<file path="src/rtl/cmts_pkg.sv">
// ----------------------------------------------------------------------------
// cmts_pkg
// Shared types and constants for the corner marker triplet selector.
// ----------------------------------------------------------------------------
package cmts_pkg;

  localparam int COORD_BITS = 12;
  localparam int REG_BITS   = 12;
  localparam int VEC_BITS   = COORD_BITS + 1;
  localparam int MAG_BITS   = 2 * VEC_BITS;
  localparam int PROD_BITS  = 2 * MAG_BITS;
  localparam int POINT_BITS = 2 * COORD_BITS;

  localparam logic [1:0] CORNER_TL = 2'd0;
  localparam logic [1:0] CORNER_TR = 2'd1;
  localparam logic [1:0] CORNER_BL = 2'd2;
  localparam logic [1:0] CORNER_BR = 2'd3;

  localparam logic [1:0] REG_IMAGE_WIDTH   = 2'd0;
  localparam logic [1:0] REG_IMAGE_HEIGHT  = 2'd1;
  localparam logic [1:0] REG_CORNER_RADIUS = 2'd2;

  typedef struct packed {
    logic [REG_BITS-1:0] width;
    logic [REG_BITS-1:0] height;
    logic [REG_BITS-1:0] radius;
  } cfg_t;

  typedef struct packed {
    logic                  last;
    logic                  hit;
    logic [1:0]            corner;
    logic [COORD_BITS-1:0] x;
    logic [COORD_BITS-1:0] y;
  } item_t;

  typedef struct packed {
    logic                  found;
    logic [COORD_BITS-1:0] tl_x;
    logic [COORD_BITS-1:0] tl_y;
    logic [COORD_BITS-1:0] tr_x;
    logic [COORD_BITS-1:0] tr_y;
    logic [COORD_BITS-1:0] third_x;
    logic [COORD_BITS-1:0] third_y;
    logic                  third_is_br;
    logic                  overflow;
  } result_t;

endpackage

</file>
<file path="src/rtl/cmts_queue.sv">
// ----------------------------------------------------------------------------
// cmts_queue
// Two-entry queue between the classifier and the search engine.
// ----------------------------------------------------------------------------
module cmts_queue (
  input  logic            clk_i,
  input  logic            rst_ni,
  input  logic            push_i,
  input  cmts_pkg::item_t item_i,
  output logic            full_o,
  input  logic            pop_i,
  output logic            valid_o,
  output cmts_pkg::item_t item_o
);

  cmts_pkg::item_t mem_q [2];
  logic            wptr_q, rptr_q;
  logic [1:0]      cnt_q;

  assign full_o  = cnt_q[1];
  assign valid_o = cnt_q != 2'd0;
  assign item_o  = mem_q[rptr_q];

  always_ff @(posedge clk_i or negedge rst_ni) begin
    if (!rst_ni) begin
      wptr_q <= 1'b0;
      rptr_q <= 1'b0;
      cnt_q  <= 2'd0;
    end else begin
      if (push_i) begin
        wptr_q <= !wptr_q;
      end
      if (pop_i) begin
        rptr_q <= !rptr_q;
      end
      if (push_i && !pop_i) begin
        cnt_q <= cnt_q + 2'd1;
      end else if (pop_i && !push_i) begin
        cnt_q <= cnt_q - 2'd1;
      end
    end
  end

  always_ff @(posedge clk_i) begin
    if (push_i) begin
      mem_q[wptr_q] <= item_i;
    end
  end

endmodule

</file>
<file path="config.mk">
export PLATFORM = sky130hd
export DESIGN_NAME = cmts_queue
export DESIGN_NICKNAME = d
export VERILOG_FILES = /design/src/rtl/cmts_pkg.sv /design/src/rtl/cmts_queue.sv
export SDC_FILE = /design/constraint.sdc
export NUM_CORES = 1
export LEC_CHECK = 0
export BUFFER_PORTS_ARGS = -buffer_cell sky130_fd_sc_hd__buf_2
export CAP_MARGIN = 5
export CORE_MARGIN = 2
export CORE_UTILIZATION = 55
export DETAILED_ROUTE_END_ITERATION = 6
export GPL_TIMING_DRIVEN = 0
export PLACE_DENSITY_LB_ADDON = 0.12
export SETUP_SLACK_MARGIN = 0.3
export SLEW_MARGIN = 20
export SYNTH_ARGS = -nofsm -noshare
export SYNTH_HDL_FRONTEND = slang
export SYNTH_SLANG_ARGS = --single-unit
</file>
<file path="constraint.sdc">
create_clock -name clk_i -period 4.3 [get_ports clk_i]
set_input_delay 0.43 -clock clk_i [delete_from_list [all_inputs] [get_ports clk_i]]
set_output_delay 0.43 -clock clk_i [all_outputs]
set_load 0.005 [all_outputs]
</file>
# Word-level counts from Yosys, hierarchy flattened
# Memories as Yosys holds them, arrays and structs flattened.
# Index checks and enable logic that the tools add are counted.
[word_totals]
register_bits = 4
mem_bits_rw = 56
input_bits = 32
out_inout_bits = 30
word_cells = 18
mem_count = 1
[memory_table]
columns = ["name", "words", "word_bits", "read_ports", "rd_ports_with_merged_regs", "write_ports", "line", "source"]
rows = [
  ["mem_q", 2, 28, 1, 0, 1, "cmts_queue.sv:16", "cmts_pkg::item_t mem_q [2];"],
]
[op_classes]
addsub = 2
n_mux = 4
n_reduce_logical = 8
[op_table]
columns = ["op", "n"]
rows = [
  ["$logic_not 1->1", 4],
  ["$mux 2", 2],
  ["$reduce_bool 2->1", 2],
  ["$add 2x1->2 const B", 1],
  ["$logic_and 1x1->1", 2],
  ["$mux 1", 2],
  ["$sub 2x1->2 const B", 1],
]

# Depth between registers and ports, before layout
[depth]
depth_word = 4
mapped_depth = 5

# Worst setup path after synthesis
# OpenSTA, ideal clock, no wires.
[synth_path]
path_type = "input-to-reg"
start = "input push_i"
end = "memory mem_q[0][0] (netlist bit), enable pin"
setup_time_ps = 416
arrival_time_ps = 1707
setup_slack_ps = 2177
stages = 1
cell_sequence = "nor2b_1"
[synth_via]
elab_chain_len = 2
[synth_lines]
columns = ["element", "line", "source"]
rows = [
  ["start, declared", "cmts_queue.sv:8", "input logic push_i,"],
  ["$mux 1", "cmts_queue.sv:45", "if (push_i) begin"],
  ["$mux 1 (not written as such)", "cmts_queue.sv:46", "mem_q[wptr_q] <= item_i;"],
  ["end, declared", "cmts_queue.sv:16", ""],
]
# Every way passes these cells.

==> flow_summary_export.csv <==
group,metric,value,unit
global_routing,met1_usage,0.184,
clocking,clock_path_buffers,2,
place,portBuffers,61,
logic_synthesis,seq_area_frac_synth,0.792,
sta,slew_headroom,0.553,
die,ios,62,
sta,maxSlewViolCount,0,
route,wl,3530,um
sta,fin_crit_sh,0.436,
route,drc_errors,0,
clocking,cts.htree.levels,3,
logic_synthesis,synth_top_area_frac,0.747,
die,dieArea,4620,um^2
setup_path,endpoint_kind,"output pin",
setup_path,crit_type,"reg2out",
global_routing,antenna_found_initial,0,
place,gp_congestion,0.600,
power_and_ir_drop,power_leakage,1.13,nW
route,viasPerCell,4.96,
setup_path,required,3.87,ns
layout,antenna_cells,0,
logic_synthesis,netlist_area,2250,um^2
clocking,cts.sinks,60,
logic_synthesis,postSynthAreaPerCell,22.1,um^2
global_routing,use_met2,0.300,
min_path,hold_path_class,"in2reg",
global_routing,grt_pass1_vias,1209,
place,dp.cells,214,
global_routing,grtUsageTotal,0.173,
clocking,cts_tree,"done",
die,coreArea,3970,um^2
layout,layout_common_cells,"61 x buf_2, 56 x edfxtp_1, 18 x mux2_2",
global_routing,gr-total-overflow,0,
power_and_ir_drop,vdd_drop_max,440,uV
layout,n_fill_cell,272,
setup_path,worst_setup_path_start_kind,"register",
clocking,clock_latency,0.32,ns
sta,setup_tns,0,ns
route,dr.first_iter.drc_count,57,
sta,period_needed,1.87,ns
clocking,post_cts_buffers,0,
job,drv_cap,0,
route,dr.pass1.iters,5,
sta,final_hold_viol_count,0,
layout,multi_input_area,440,um^2
logic_synthesis,ys_warn_count,0,
clocking,cts_buffers,9,
logic_synthesis,yosysUniqueCellTypes,15,
clocking,clk_pin_slew,0.06,ns
route,vias,1140,
logic_synthesis,syn_nets,135,
status,status,"finished, final reports clean",
sta,max_clock_freq,533,MHz
logic_synthesis,synth-seq-cells,60,
route,drtAntennaViolNets,0,
global_routing,gr-usage-met3,0.0526,
setup_path,arrival,1.44,ns
global_routing,top_usage_layer,"met2",
layout,fin_cells,230,
die,die_w,68.0,um
sta,worst_slew_pin_slew,0.670,ns
logic_synthesis,synth_cells,102,
layout,layout_commonest_cell,"buf_2",
route,wl_per_cell,15.3,um
logic_synthesis,synthTopCellsByArea,"edfxtp_1 75%, mux2_2 9.0%, mux2_4 6.7%, dfrtp_1 4.4%, xor2_1 1.6%",
layout,drive_gt1_frac,0.589,
layout,final_net_count,209,
place,hpwl,2420,um
setup_path,critPathMaxFanout,10,
power_and_ir_drop,powerDensity,629,nW/um^2
sta,setup_violations,0,
layout,area_growth,26.1,%
layout,ff_latch_area,1780,um^2
clocking,cts_root_buffer,"clkbuf_8",
sta,clock_skew,0.00528,ns
global_routing,grt_pass1_wl,5450,um
die,die_h,68.0,um
global_routing,grt_start_max_net_pins,29,
logic_synthesis,synth_area_leader_cell,"edfxtp_1",
clocking,cts_resized,0,
die,start_util,0.567,
sta,rsz0062_at_grt,"false",
die,num_rows,23,
[state kept, by name, indices dropped and copies added, names as in the netlist]
register	count
cnt_q	2
mem_q	56
rptr_q	1
wptr_q	1
[final cells by class]
cell class / count / area share
Multi-Input combinational cell: 38 / 0.155
Clock buffer: 11 / 0.0463
Tap cell: 50 / 0.0220
Clock inverter: 4 / 0.0146
Buffer: 3 / 0.0119
Inverter: 1 / 0.00132
Timing Repair Buffer: 63 / 0.121
Sequential cell: 60 / 0.628
[per-stage QoR]
stage / worst slack (ns) / hold WS (ns) / total power, mW / util / instance area [um^2]
after detailed placement: 2.74 / 0.241 / 1.36 / 0.669 / 2660
after CTS: 2.40 / 0.286 / 1.81 / 0.715 / 2840
after global placement: 1.44 / 0.235 / 1.32 / 0.659 / 2620
final: 2.43 / 0.295 / 1.78 / 0.715 / 2840
after floorplan: 2.18 / 0.134 / 1.15 / - / 2250
after global routing: 2.36 / 0.279 / 1.89 / 0.715 / 2840
[cell families after synthesis]
family | synth area share
xor+xnor | 0.0195
simple gates | 0.0100
mux | 0.157
buf+inv | 0.0167
fa+ha+maj | 0.00556
flops | 0.792
[what timing repair did]
action / 4_1_cts / 5_1_grt
setup endpoints to repair: 0 / 0
endpoints found under the hold margin: 4 / 0
hold buffers: 1 / 0
[per-layer routing]
metal	part of all wire	routed length (um)
met5	0	0
met1	0.37	1290
met3	0.058	206
met4	0.020	69
met2	0.56	1960
[Yosys cell counts]
master and n:
mux2_2 18, buf_8 1, buf_4 1, buf_6 1
nor2_1 1, mux2_4 10, dfrtp_1 4, ha_1 1
or2_2 1, and2_1 1, xnor2_1 1, inv_1 1
edfxtp_1 56, xor2_1 4, nor2b_1 1
[worst paths after layout]
kind | start | end | slack [ns] | depth (start not counted)
max | rptr_q | item_o[2] | 2.43 | 4
min | item_i[24] | mem_q[1][24] | 0.30 | 1
max reg2reg | wptr_q | mem_q[1][26] | 2.88 | 1
min reg2reg | cnt_q[1] | cnt_q[1] | 0.50 | 1
max in group asynchronous | rst_ni | cnt_q[1] | 3.73 | 2
min in group asynchronous | rst_ni | wptr_q | 0.45 | 2
[power by group]
group	leakage [nW]	total, mW	internal, mW	switching, mW
combinational	0.475	0.515	0.291	0.223
sequential	0.572	0.821	0.780	0.0412
clock	0.0859	0.448	0.259	0.190
[worst max-delay path, stage by stage, from the launching register on]
cell and delay [ns]:
dfrtp_1 0.36, buf_6 0.16, buf_8 0.17, mux2_4 0.31
buf_2 0.12
(Power assumes the default switching activity.)
