**src/rtl/cmts_pkg.sv**
```systemverilog
// ----------------------------------------------------------------------------
// cmts_pkg
// Shared types and constants for the corner marker triplet selector.
// ----------------------------------------------------------------------------
package cmts_pkg;

  localparam int COORD_BITS = 12;
  localparam int REG_BITS   = 12;
  localparam int VEC_BITS   = COORD_BITS + 1;
  localparam int MAG_BITS   = 2 * VEC_BITS;
  localparam int PROD_BITS  = 2 * MAG_BITS;
  localparam int POINT_BITS = 2 * COORD_BITS;

  localparam logic [1:0] CORNER_TL = 2'd0;
  localparam logic [1:0] CORNER_TR = 2'd1;
  localparam logic [1:0] CORNER_BL = 2'd2;
  localparam logic [1:0] CORNER_BR = 2'd3;

  localparam logic [1:0] REG_IMAGE_WIDTH   = 2'd0;
  localparam logic [1:0] REG_IMAGE_HEIGHT  = 2'd1;
  localparam logic [1:0] REG_CORNER_RADIUS = 2'd2;

  typedef struct packed {
    logic [REG_BITS-1:0] width;
    logic [REG_BITS-1:0] height;
    logic [REG_BITS-1:0] radius;
  } cfg_t;

  typedef struct packed {
    logic                  last;
    logic                  hit;
    logic [1:0]            corner;
    logic [COORD_BITS-1:0] x;
    logic [COORD_BITS-1:0] y;
  } item_t;

  typedef struct packed {
    logic                  found;
    logic [COORD_BITS-1:0] tl_x;
    logic [COORD_BITS-1:0] tl_y;
    logic [COORD_BITS-1:0] tr_x;
    logic [COORD_BITS-1:0] tr_y;
    logic [COORD_BITS-1:0] third_x;
    logic [COORD_BITS-1:0] third_y;
    logic                  third_is_br;
    logic                  overflow;
  } result_t;

endpackage

```
**src/rtl/cmts_front.sv**
```systemverilog
// ----------------------------------------------------------------------------
// cmts_front
// Registers incoming points and tags each with the first corner in range.
// ----------------------------------------------------------------------------
module cmts_front (
  input  logic                            clk_i,
  input  logic                            rst_ni,
  input  cmts_pkg::cfg_t                  cfg_i,
  input  logic                            in_valid_i,
  output logic                            in_ready_o,
  input  logic [cmts_pkg::COORD_BITS-1:0] point_x_i,
  input  logic [cmts_pkg::COORD_BITS-1:0] point_y_i,
  input  logic                            last_point_i,
  input  logic                            full_i,
  output logic                            push_o,
  output cmts_pkg::item_t                 item_o
);

  localparam int SqBits = 2 * cmts_pkg::COORD_BITS;

  logic                            vld_q;
  logic [cmts_pkg::COORD_BITS-1:0] x_q, y_q;
  logic                            last_q;

  logic [cmts_pkg::COORD_BITS-1:0] ax_r, ay_b;
  logic [SqBits-1:0]               sq_xl, sq_xr, sq_yt, sq_yb, r_sq;
  logic [SqBits:0]                 d_tl, d_tr, d_bl, d_br, lim;

  assign push_o     = vld_q && !full_i;
  assign in_ready_o = !vld_q || !full_i;

  always_ff @(posedge clk_i or negedge rst_ni) begin
    if (!rst_ni) begin
      vld_q <= 1'b0;
    end else if (in_ready_o) begin
      vld_q <= in_valid_i;
    end
  end

  always_ff @(posedge clk_i) begin
    if (in_ready_o && in_valid_i) begin
      x_q    <= point_x_i;
      y_q    <= point_y_i;
      last_q <= last_point_i;
    end
  end

  // Distances to the far edges as magnitudes, so every square is unsigned.
  always_comb begin
    ax_r  = (x_q >= cfg_i.width)  ? x_q - cfg_i.width  : cfg_i.width  - x_q;
    ay_b  = (y_q >= cfg_i.height) ? y_q - cfg_i.height : cfg_i.height - y_q;
    sq_xl = x_q * x_q;
    sq_xr = ax_r * ax_r;
    sq_yt = y_q * y_q;
    sq_yb = ay_b * ay_b;
    r_sq  = cfg_i.radius * cfg_i.radius;
    d_tl  = {1'b0, sq_xl} + {1'b0, sq_yt};
    d_tr  = {1'b0, sq_xr} + {1'b0, sq_yt};
    d_bl  = {1'b0, sq_xl} + {1'b0, sq_yb};
    d_br  = {1'b0, sq_xr} + {1'b0, sq_yb};
    lim   = {1'b0, r_sq};

    item_o.last   = last_q;
    item_o.x      = x_q;
    item_o.y      = y_q;
    item_o.hit    = 1'b1;
    if (d_tl < lim) begin
      item_o.corner = cmts_pkg::CORNER_TL;
    end else if (d_tr < lim) begin
      item_o.corner = cmts_pkg::CORNER_TR;
    end else if (d_bl < lim) begin
      item_o.corner = cmts_pkg::CORNER_BL;
    end else if (d_br < lim) begin
      item_o.corner = cmts_pkg::CORNER_BR;
    end else begin
      item_o.corner = cmts_pkg::CORNER_TL;
      item_o.hit    = 1'b0;
    end
  end

endmodule

```
**config.mk**
```make
export PLATFORM = sky130hd
export DESIGN_NAME = cmts_front
export DESIGN_NICKNAME = d
export VERILOG_FILES = /design/src/rtl/cmts_pkg.sv /design/src/rtl/cmts_front.sv
export SDC_FILE = /design/constraint.sdc
export NUM_CORES = 2
export LEC_CHECK = 0
export ABC_AREA = 0
export BUFFER_PORTS_ARGS = -buffer_cell sky130_fd_sc_hd__buf_2
export CORE_MARGIN = 1
export CORE_UTILIZATION = 32
export CTS_CLUSTER_SIZE = 30
export DETAILED_ROUTE_END_ITERATION = 8
export PLACE_DENSITY_LB_ADDON = 0.15
export SLEW_MARGIN = 20
export SYNTH_ARGS = -nofsm -noshare
export SYNTH_HDL_FRONTEND = slang
export SYNTH_SLANG_ARGS = --single-unit
```
**constraint.sdc**
```tcl
create_clock -name clk_i -period 25.5 [get_ports clk_i]
set_input_delay 1.275 -clock clk_i [delete_from_list [all_inputs] [get_ports clk_i]]
set_output_delay 1.275 -clock clk_i [all_outputs]
set_load 0.05 [all_outputs]
```
### Word-level counts from Yosys, hierarchy flattened

Index checks and enable logic that the tools add are counted.

* register bits: 26
* input port bits: 65
* word-level logic and storage cells: 38

* add/sub/neg operators: 8
* multiply operators: 5
* magnitude comparators: 6
* mux-type cells: 10
* reduce and logical (&&, ||, !) cells: 5

Operator list (number)
* multiplier 12 x 12 -> 24 bit: 5
* adder 24 x 24 -> 25 bit: 4
* less-than comparator 25 x 24 -> 1 bit: 4
* subtractor 12 bit: 4
* >= comparator 12 bit: 2
* two-way mux 12 bit: 2
* two-way mux 2 bit: 4
* two-way mux 1 bit: 4
* logical AND 1 bit: 2
* logical NOT 1 bit: 2
* logical OR 1 bit: 1

### Longest topological paths before layout

* word-level depth: 9
* gate-level depth with buffers: 52
* depth with buffers taken out: 50

### Worst setup path after synthesis

Ideal clock, no wire load.

* kind: input to output
* start point: input port cfg_i[24] (netlist name)
* end point: output port item_o[25] (netlist name)
* data arrival time: 11.624 ns
* data required time: 24.225 ns
* setup slack: 12.601 ns
* stages: 45
* buffers on the path: 1
* path through: ha_1 inv_1 fa_1 a21o_1 a211oi_1 o31a_1 a32oi_4 buf_2 a31oi_1 xor2_1 inv_1 or2_2 fa_1 fa_1 fa_1 inv_1 fa_1 inv_1 (+9 left out) a21o_1 a21oi_1 nand2b_1 a41oi_1 nor2_1 o21ai_0 nand2b_1 xor2_1 ha_1 a21oi_1 o41ai_1 nor4_1 o21ai_0 a41o_1 a31oi_1 nor2_1 a311o_1 a21boi_0

RTL lines
* start, declared: line cmts_front.sv:8 `input cmts_pkg::cfg_t cfg_i,`
* end, declared: line cmts_front.sv:16 `output cmts_pkg::item_t item_o`

==> results.sh <==
export IMPL_status="completed"
export IMPL_cp_max_fo=16
export IMPL_wl_um=70620
export IMPL_yosysTopAreaCellShare_pct=29.62
export IMPL_hold_path_end="vld_q$_DFFE_PN0N_"
export IMPL_dr_first_iter_drc_count=848
export IMPL_synthToLayoutAreaGrowth_pct=6.744
export IMPL_cp_arrival_ns=12.86
export IMPL_hold_violations=0
export IMPL_stdcell_count=4263
export IMPL_synth_flop_cell="edfxtp_1"
export IMPL_yosysWarnings=0
export IMPL_io_buffers=94
export IMPL_drc=0
export IMPL_holdPathStages=2
export IMPL_synth_cells=3131
export IMPL_startpoint_type="primary input"
export IMPL_grt_pass1_vias=21530
export IMPL_synth_seq_cells=26
export IMPL_root_buffer="clkbuf_16"
export IMPL_endpoint_kind="output port"
export IMPL_cpMaxStageDelayCell="fa_1"
export IMPL_cts_buffers=3
export IMPL_min_period_ns=14.13
export IMPL_r2r_cells=3
export IMPL_critPathKind="in -> out"
export IMPL_clk_latency_ns=0.28
export IMPL_seq_area_frac_synth_pct=2.884
export IMPL_synthTopCellsByArea="fa_1 30%, ha_1 24%, inv_1 8.4%"
export IMPL_rsz0062_at_grt="false"
export IMPL_fmax_mhz=70.76
export IMPL_die_area_mm2=0.08523
export IMPL_multi_input_area_mm2=0.02360
export IMPL_h_tree_depth=1
export IMPL_worstHoldStart="vld_q$_DFFE_PN0N_"
export IMPL_async_flop_share_pct=3.846
export IMPL_worst_slew_margin_rel_pct=28.48
export IMPL_coreArea_mm2=0.08264
export IMPL_finalSetupViolCount=0
export IMPL_dpl_hpwl_um=62520
export IMPL_worstMarginPinSlew_ns=1.069
export IMPL_synth_nets=4103
export IMPL_synth_edff_count=25
export IMPL_grt_total_usage_pct=17.14
export IMPL_grt_max_degree=18
export IMPL_final_max_slew_viol_count=0
export IMPL_regToRegSetupSlack_ns=23.83
export IMPL_fin_setup_tns_ns=0
export IMPL_avgRoutedWirePerCell_um=16.57
export IMPL_nets=4165
export IMPL_synth_most_common_cell="inv_1"
export IMPL_grt_pass1_wl_um=116000
export IMPL_max_cap_violations=0
export IMPL_initial_core_util_pct=32.55
export IMPL_die_h_um=291.9
export IMPL_clk_pin_slew_ns=0.08
export IMPL_dr_pass1_iters=5
export IMPL_slowest_delay_ns=0.62
export IMPL_period_share_pct=55.42
export IMPL_synth_avg_cell_area_um2=8.592
export IMPL_cts_path_max_buffers=2
export IMPL_cts_resized=0
export IMPL_ys_types=88
export IMPL_place_inst=4258
export IMPL_cts_hold_buf=0
export IMPL_routabilityCongestion=0.8448
export IMPL_cts_tree="done"
export IMPL_synth_common_cells="603 x inv_1, 509 x ha_1, 398 x fa_1, 298 x nor2_1, 175 x a21oi_1"
export IMPL_final_antenna_net_count=0
export IMPL_drive_gt1_share_pct=5.608
export IMPL_cts_setup_buffers=0
export IMPL_seq_area_um2=775.7
export IMPL_hp_class="reg -> reg"
export IMPL_grt_overflow=0
export IMPL_pin_count=95
export IMPL_fillers=8747
export IMPL_via_count=20450
export IMPL_r2r_end="x_q[4]$_DFFE_PP_"
export IMPL_synth_area_leader_cell="fa_1"
export IMPL_synth_area_mm2=0.02690
export IMPL_antenna_found_initial=1
export IMPL_clock_skew_ns=0.008018
export IMPL_hold_ws_ns=0.5340
export IMPL_r2r_start="vld_q$_DFFE_PN0N_"
export IMPL_place_area_mm2=0.02861
export IMPL_die_w_um=291.9
export IMPL_cts_sinks=26
export IMPL_rows=105
export IMPL_worstPathRequired_ns=24.23
export IMPL_fin_area_mm2=0.02872
export IMPL_drt_vias_per_instance=4.798
==> worst max-delay path: cells and delay by family <==
| family | cells | cell delay, ns |
|---|---|---|
| adders and majority gates | 9 | 3.92 |
| AOI/OAI and AO/OA | 18 | 4.06 |
| and+or+nand+nor | 10 | 1.54 |
| muxes | 1 | 0.31 |
| xor gates and xnor gates | 3 | 0.77 |
| buffers and inverters | 7 | 0.97 |
==> cells by family (layout without fill, tap and decap cells) <==
kind of cell / count (synthesis) / count (layout) / synth area share (%)
AND/OR/NAND/NOR: 759 / 759 / 13.23
multiplexers: 16 / 16 / 0.6233
other: 0 / 1 / 0
buffers and inverters: 671 / 732 / 9.428
adder cells (fa/ha/maj): 909 / 909 / 53.37
AO/OA/AOI/OAI: 537 / 537 / 13.42
flip-flops: 26 / 26 / 2.884
XOR/XNOR: 213 / 213 / 7.047
==> metal layers <==
metal / GRT usage, % / part of all wire [%] / wire length, um
met5: 0 / 0 / 0
met4: 2.555 / 1.6 / 1108
met3: 1.088 / 2.3 / 1608
met2: 30.38 / 49 / 34290
met1: 23.18 / 48 / 33610
==> worst max path at each step <==
stage	start	end	slack, ns	cells after the start
floorplan	cfg_i[24]	item_o[25]	12.60	45
detailed placement	cfg_i[12]	item_o[24]	11.29	48
global placement	cfg_i[12]	item_o[24]	11.45	48
CTS	cfg_i[12]	item_o[24]	11.24	48
global route	cfg_i[12]	item_o[24]	10.39	47
finish	cfg_i[12]	item_o[24]	11.37	48
==> cells in the final DEF (no fill, tap or decap), types with 16 or more instances in the layout <==
| master | instances |
|---|---|
| xnor2_1 | 144 |
| ha_1 | 509 |
| o21ai_0 | 70 |
| a21o_1 | 77 |
| nor2b_1 | 35 |
| buf_2 | 94 |
| nand2b_1 | 43 |
| o21bai_1 | 31 |
| edfxtp_1 | 25 |
| or2_2 | 30 |
| nand2_1 | 163 |
| xor2_1 | 63 |
| and3_1 | 16 |
| fa_1 | 398 |
| and2_1 | 65 |
| a21oi_1 | 175 |
| inv_1 | 603 |
| nand3_1 | 34 |
| nor2_1 | 298 |
| nor3_1 | 29 |
| a211oi_1 | 26 |
| o21a_1 | 32 |
==> sequential cells by signal, indices dropped and copies added (netlist names) <==
| name | cells |
|---|---|
| x_q | 12 |
| y_q | 12 |
| last_q | 1 |
| vld_q | 1 |
==> through the flow <==
stage | utilization (%) | worst slack [ns]
after floorplan | - | 12.60
after global placement | 34.62 | 11.45
after detailed placement | 34.62 | 11.29
after CTS | 34.73 | 11.24
after global routing | 34.75 | 10.39
final | 34.75 | 11.37
==> layout make-up <==
type | count | area share, %
antenna | 1 | 0.008715
tap | 1070 | 4.662
inverter | 620 | 8.113
clock buffer | 4 | 0.3094
timing repair buffer | 108 | 2.004
multi-input combinational | 2434 | 82.20
sequential | 26 | 2.702
Power is not shown: default switching activity piles up to over one toggle a cycle in this logic, so the estimate is an artifact.
